--- src/sv/tlct_pkg.sv ---
`timescale 1ns / 1ps

package tlct_pkg;

  // phase resolution of the sine evaluation, 6 to 14
  localparam int TRIG_TABLE_BITS = 10;
  localparam int QUARTER_BITS    = TRIG_TABLE_BITS - 2;

  localparam int CFG_IDX_W = 2;
  localparam logic [CFG_IDX_W-1:0] REG_POS_GAIN1  = 2'd0;
  localparam logic [CFG_IDX_W-1:0] REG_POS_GAIN2  = 2'd1;
  localparam logic [CFG_IDX_W-1:0] REG_RATE_GAIN1 = 2'd2;
  localparam logic [CFG_IDX_W-1:0] REG_RATE_GAIN2 = 2'd3;

  localparam logic [15:0] POS_GAIN_RST  = 16'd512;
  localparam logic [15:0] RATE_GAIN_RST = 16'd77;

  // 1/(2*pi) in Q32
  localparam logic signed [30:0] INV_TWO_PI = 31'sd683565276;

  // odd sine polynomial, Q30
  localparam logic [30:0] SIN_C1  = 31'd1686629713;
  localparam logic [30:0] SIN_C3  = 31'd693598668;
  localparam logic [30:0] SIN_C5  = 31'd85569306;
  localparam logic [30:0] SIN_C7  = 31'd5026995;
  localparam logic [31:0] ONE_Q30 = 32'd1073741824;

  // arm dynamics, Q40 (mass and Coriolis) and Q30 (gravity)
  localparam logic signed [35:0] M00_BASE  = 36'sd6936954100;
  localparam logic signed [35:0] M01_BASE  = 36'sd934914737;
  localparam logic signed [35:0] M11_BASE  = 36'sd934914737;
  localparam logic signed [31:0] COUPLE_H  = 32'sd1963320948;
  localparam logic signed [31:0] GRAV_ONE  = 32'sd548119542;
  localparam logic signed [31:0] GRAV_TWO  = 32'sd89565564;

endpackage

--- src/sv/tlct_sine.sv ---
`timescale 1ns / 1ps

// Pipelined sine of a quantized phase; the result is registered.
module tlct_sine (
  input  logic                                 clk,
  input  logic [tlct_pkg::TRIG_TABLE_BITS-1:0] phase,
  output logic signed [31:0]                   sine
);
  import tlct_pkg::*;

  localparam int XSHIFT = 30 - QUARTER_BITS;

  logic [QUARTER_BITS:0] r_c;
  logic [30:0]           x_c;

  logic [30:0] x_r1, x_r2, x_r3, x_r4, x_r5;
  logic        n_r1, n_r2, n_r3, n_r4, n_r5, n_r6;
  logic [61:0] x2p_r2;
  logic [30:0] x2_r3, x2_r4;
  logic [53:0] p7_r3;
  logic [61:0] p5_r4, p3_r5, p1_r6;
  logic signed [31:0] sine_r;

  logic [30:0] t5_c, t3_c, t1_c;
  logic [31:0] s_c;

  always_comb begin
    r_c = {1'b0, phase[QUARTER_BITS-1:0]};
    // mirror within quadrants one and three
    if (phase[QUARTER_BITS]) begin
      r_c = (QUARTER_BITS+1)'(1 << QUARTER_BITS) - r_c;
    end
    x_c  = {r_c, {XSHIFT{1'b0}}};
    t5_c = SIN_C5 - 31'(p7_r3 >> 30);
    t3_c = SIN_C3 - 31'(p5_r4 >> 30);
    t1_c = SIN_C1 - 31'(p3_r5 >> 30);
    s_c  = 32'(p1_r6 >> 30);
    if (s_c > ONE_Q30) begin
      s_c = ONE_Q30;
    end
  end

  always_ff @(posedge clk) begin
    x_r1   <= x_c;
    n_r1   <= phase[TRIG_TABLE_BITS-1];
    x2p_r2 <= x_r1 * x_r1;
    x_r2   <= x_r1;
    n_r2   <= n_r1;
    x2_r3  <= x2p_r2[60:30];
    p7_r3  <= x2p_r2[60:30] * SIN_C7[22:0];
    x_r3   <= x_r2;
    n_r3   <= n_r2;
    p5_r4  <= x2_r3 * t5_c;
    x2_r4  <= x2_r3;
    x_r4   <= x_r3;
    n_r4   <= n_r3;
    p3_r5  <= x2_r4 * t3_c;
    x_r5   <= x_r4;
    n_r5   <= n_r4;
    p1_r6  <= x_r5 * t1_c;
    n_r6   <= n_r5;
    sine_r <= n_r6 ? -$signed(s_c) : $signed(s_c);
  end

  assign sine = sine_r;

endmodule

--- config.mk ---
export PLATFORM = sky130hd
export DESIGN_NAME = tlct_sine
export DESIGN_NICKNAME = d
export VERILOG_FILES = /design/src/sv/tlct_pkg.sv /design/src/sv/tlct_sine.sv
export SDC_FILE = /design/constraint.sdc
export NUM_CORES = 2
export LEC_CHECK = 0
export BUFFER_PORTS_ARGS = -buffer_cell sky130_fd_sc_hd__buf_2
export CORE_ASPECT_RATIO = 0.5
export CORE_MARGIN = 5
export CORE_UTILIZATION = 30
export DETAILED_ROUTE_END_ITERATION = 10
export SLEW_MARGIN = 0
export SYNTH_ARGS = -nofsm -noshare
export SYNTH_HDL_FRONTEND = slang
export SYNTH_SLANG_ARGS = --single-unit
--- constraint.sdc ---
create_clock -name clk -period 8.55 [get_ports clk]
set_input_delay 0.4275 -clock clk [delete_from_list [all_inputs] [get_ports clk]]
set_output_delay 0.4275 -clock clk [all_outputs]
set_load 0.005 [all_outputs]
==> results.sh <==
export IMPL_row_count=107
export IMPL_start_util_pct=30.1
export IMPL_crit_path_end_kind="flop"
export IMPL_ys_top_cells_by_area="fa_1 (42%), ha_1 (13%), dfxtp_1 (9.6%)"
export IMPL_areaGrowthSynthToFinish_pct=8.90
export IMPL_htree_levels=1
export IMPL_hold_ws_ns=0.123
export IMPL_synth_top_cell_area_share_pct=42.3
export IMPL_slew_violations=0
export IMPL_finalSetupTns_ns=0
export IMPL_syn_mean_instance_area_um2=9.19
export IMPL_synth_compound_area_share_pct=4.89
export IMPL_syn_nets=7187
export IMPL_ys_ff_latch=245
export IMPL_synth_top_area_cell="fa_1"
export IMPL_synthMuxAreaShare_pct=0.120
export IMPL_grt_pass1_wl_mm=202
export IMPL_crit_path_frequent_cell="fa_1"
export IMPL_cts_buffers=31
export IMPL_reg2reg_from="p7_r3[30]"
export IMPL_worstPathMaxFanout=16
export IMPL_core_area_um2=170000
export IMPL_synthSimpleGateAreaFrac_pct=15.5
export IMPL_crit_path_start_kind="flop"
export IMPL_die_area_um2=179000
export IMPL_cts_tree="done"
export IMPL_hpwlAfterDp_mm=99.9
export IMPL_synthAdderAreaFrac_pct=55.3
export IMPL_worstSetupPathType="reg2reg"
export IMPL_first_iter_violations=1545
export IMPL_postCtsSetupRepairBufs=0
export IMPL_ys_seq_area_share_pct=9.59
export IMPL_cts_sinks=245
export IMPL_grt_pass1_vias=38300
export IMPL_rr_worst_depth=33
export IMPL_die_height_um=302
export IMPL_hold_depth=3
export IMPL_r2r_setup_slack_ns=0.43
export IMPL_clock_skew_ns=0.0231
export IMPL_routed_via_count=35200
export IMPL_drt_vias_per_instance=4.46
export IMPL_placed_cells=7831
export IMPL_ant_nets=0
export IMPL_gr_total_overflow=0
export IMPL_ys_warn_count=0
export IMPL_layout_cells_non_filler=7897
export IMPL_holdPathEnd="x_r1[23]"
export IMPL_finalWirelength_mm=121
export IMPL_grt_usage_pct=13.7
export IMPL_timing_final_crit_share_pct=95.0
export IMPL_fp_dieW_um=594
export IMPL_cts_max_path_buffers=3
export IMPL_port_buffers=42
export IMPL_synth_xor_area_share_pct=3.66
export IMPL_ys_types=83
export IMPL_first_pass_iters=6
export IMPL_maxCapViolCount=0
export IMPL_root_buffer="clkbuf_16"
export IMPL_max_slew_worst_pin_slew_ns=1.13
export IMPL_drive_above_1_share_pct=4.80
export IMPL_max_freq_mhz=123
export IMPL_syn_inst=5563
export IMPL_n_antenna_cell=0
export IMPL_antenna_found_initial=3
export IMPL_async_flop_share_pct=0
export IMPL_setup_viol=0
export IMPL_drt_drc_violations_left=0
export IMPL_period_minus_slack_ns=8.12
export IMPL_finalHoldViolCount=0
export IMPL_max_stage_delay_ns=0.56
export IMPL_min_from="phase[1]"
export IMPL_io_pins=43
export IMPL_wire_per_inst_um=15.3
export IMPL_outcome="finished clean"
export IMPL_min_path_type="in2reg"
export IMPL_grt_max_degree=43
export IMPL_synth_edf_count=0
export IMPL_synth_top_family_by_area="adder cells"
export IMPL_clkLatencyLatePin_ns=0.62
export IMPL_layout_nets=7208
export IMPL_crit_path_top_delay_cell="fa_1"
export IMPL_rsz0062_at_grt="false"
export IMPL_r2r_end="p5_r4[54]"
export IMPL_syn_area_um2=51100
export IMPL_synthFlopType="dfxtp_1"
export IMPL_clk_pin_slew_ns=0.06
export IMPL_place_gp_congestion=0.845
export IMPL_slew_headroom_pct=24.5
export IMPL_worst_ep_required_time_ns=9.04
export IMPL_crit_arrival_ns=8.61
==> placed cells by master (no fill, tap or decap), drive strengths merged, types with 5 or more instances in the layout <==
master       netlist  routed
inv             1305    1310
fa              1081    1081
nand2            803     803
ha               532     532
and2             502     502
dfxtp            245     245
buf                3     159
xnor2            121     121
nor2             118     118
a21oi            109     109
xor2              90      90
a21o              68      68
o21ai             63      63
clkbuf           177      38
nor2b             36      36
nand3             29      29
nor3              27      27
nand2b            26      26
o21a              25      25
o31ai             19      19
and3              17      17
nand4             17      17
a31oi             16      16
nor4              15      15
or2               12      12
or3               11      11
a211oi            10      10
o21bai             9       9
dlygate4sd3        0       9
and4               8       8
a21boi             7       7
bufinv             0       6
mux2i              5       5
o211ai             5       5
o31a               5       5
clkinv             0       5
==> worst max path at each step <==
stage	startpoint	endpoint	slack [ns]	depth (start not counted)
2_1_floorplan	p5_r4[30]	p3_r5[57]	0.57	34
3_3_place_gp	p7_r3[30]	p5_r4[54]	0.23	32
3_5_place_dp	p7_r3[30]	p5_r4[54]	0.14	32
4_1_cts	p7_r3[30]	p5_r4[54]	0.12	32
5_1_grt	p7_r3[30]	p5_r4[54]	0.003	31
6_report	p7_r3[30]	p5_r4[54]	0.43	33
==> synth_stat cells, types with 15 or more instances <==
library cell	instances
a21o_1	65
nand3_1	29
nand4_1	17
o31ai_1	15
dfxtp_1	245
ha_1	532
nor3_1	27
a21oi_1	106
nand2b_1	26
nand2_1	803
clkbuf_1	177
and3_1	17
nor2_1	118
xnor2_1	120
fa_1	1081
nor2b_1	35
o21ai_0	58
xor2_1	88
inv_1	1305
o21a_1	25
and2_1	501
==> metrics by stage <==
| stage | worst slack, ns | util [%] | cell area (um2) |
|---|---|---|---|
| finish | 0.426 | 32.8 | 55700 |
| global route | 0.00261 | 32.8 | 55700 |
| CTS | 0.123 | 32.8 | 55700 |
| detailed placement | 0.135 | 32.0 | 54400 |
| global placement | 0.226 | 32.0 | 54400 |
| floorplan | 0.568 | - | 51100 |
==> what timing repair did <==
| action | 4_1_cts | 5_1_grt |
|---|---|---|
| hold buffers | 9 | 0 |
| resized for setup | 0 | 4 |
| endpoints found under the setup margin | 0 | 17 |
| endpoints found under the hold margin | 9 | 0 |
==> critical path: cells and delay by family (launching register included) <==
family / cells / cell delay [ns]
xor gates and xnor gates: 2 / 0.27
adders and majority gates: 7 / 3.37
AOI/OAI and AO/OA: 11 / 2.40
buffers and inverters: 5 / 0.60
DFF: 1 / 0.31
and+or+nand+nor: 8 / 1.07
==> layout make-up <==
cell class	instances	area [um2]
clock inverters	19	283
multi-input cells	3833	40700
clock buffers	38	862
well taps	2289	2860
fillers	17600	114000
flip-flops and latches	245	4910
inverters	1305	4900
repair buffers	168	1190
==> state kept, by name, summed over array words and instances (netlist names), 15 cells and up <==
| name | cells |
|---|---|
| p5_r4 | 30 |
| p7_r3 | 24 |
| x2_r4 | 15 |
| sine | 32 |
| p1_r6 | 32 |
| x2_r3 | 15 |
| p3_r5 | 31 |
| x2p_r2 | 15 |
==> cells by family (layout without fill, tap and decap cells) <==
| group | count (synthesis) | in the layout |
|---|---|---|
| adder cells (fa/ha/maj) | 1613 | 1613 |
| multiplexers | 6 | 6 |
| AO/OA/AOI/OAI | 370 | 370 |
| flip-flops | 245 | 245 |
| XOR/XNOR | 211 | 211 |
| buffers and inverters | 1485 | 1530 |
| AND/OR/NAND/NOR | 1633 | 1633 |
==> routing by layer <==
metal	share of wire (%)	global-route usage, %
met5	0	0
met4	1.9	2.58
met3	4.7	1.69
met2	47	23.8
met1	46	18.6
Power is not shown: default switching activity piles up to over one toggle a cycle in this logic, so the estimate is an artifact.
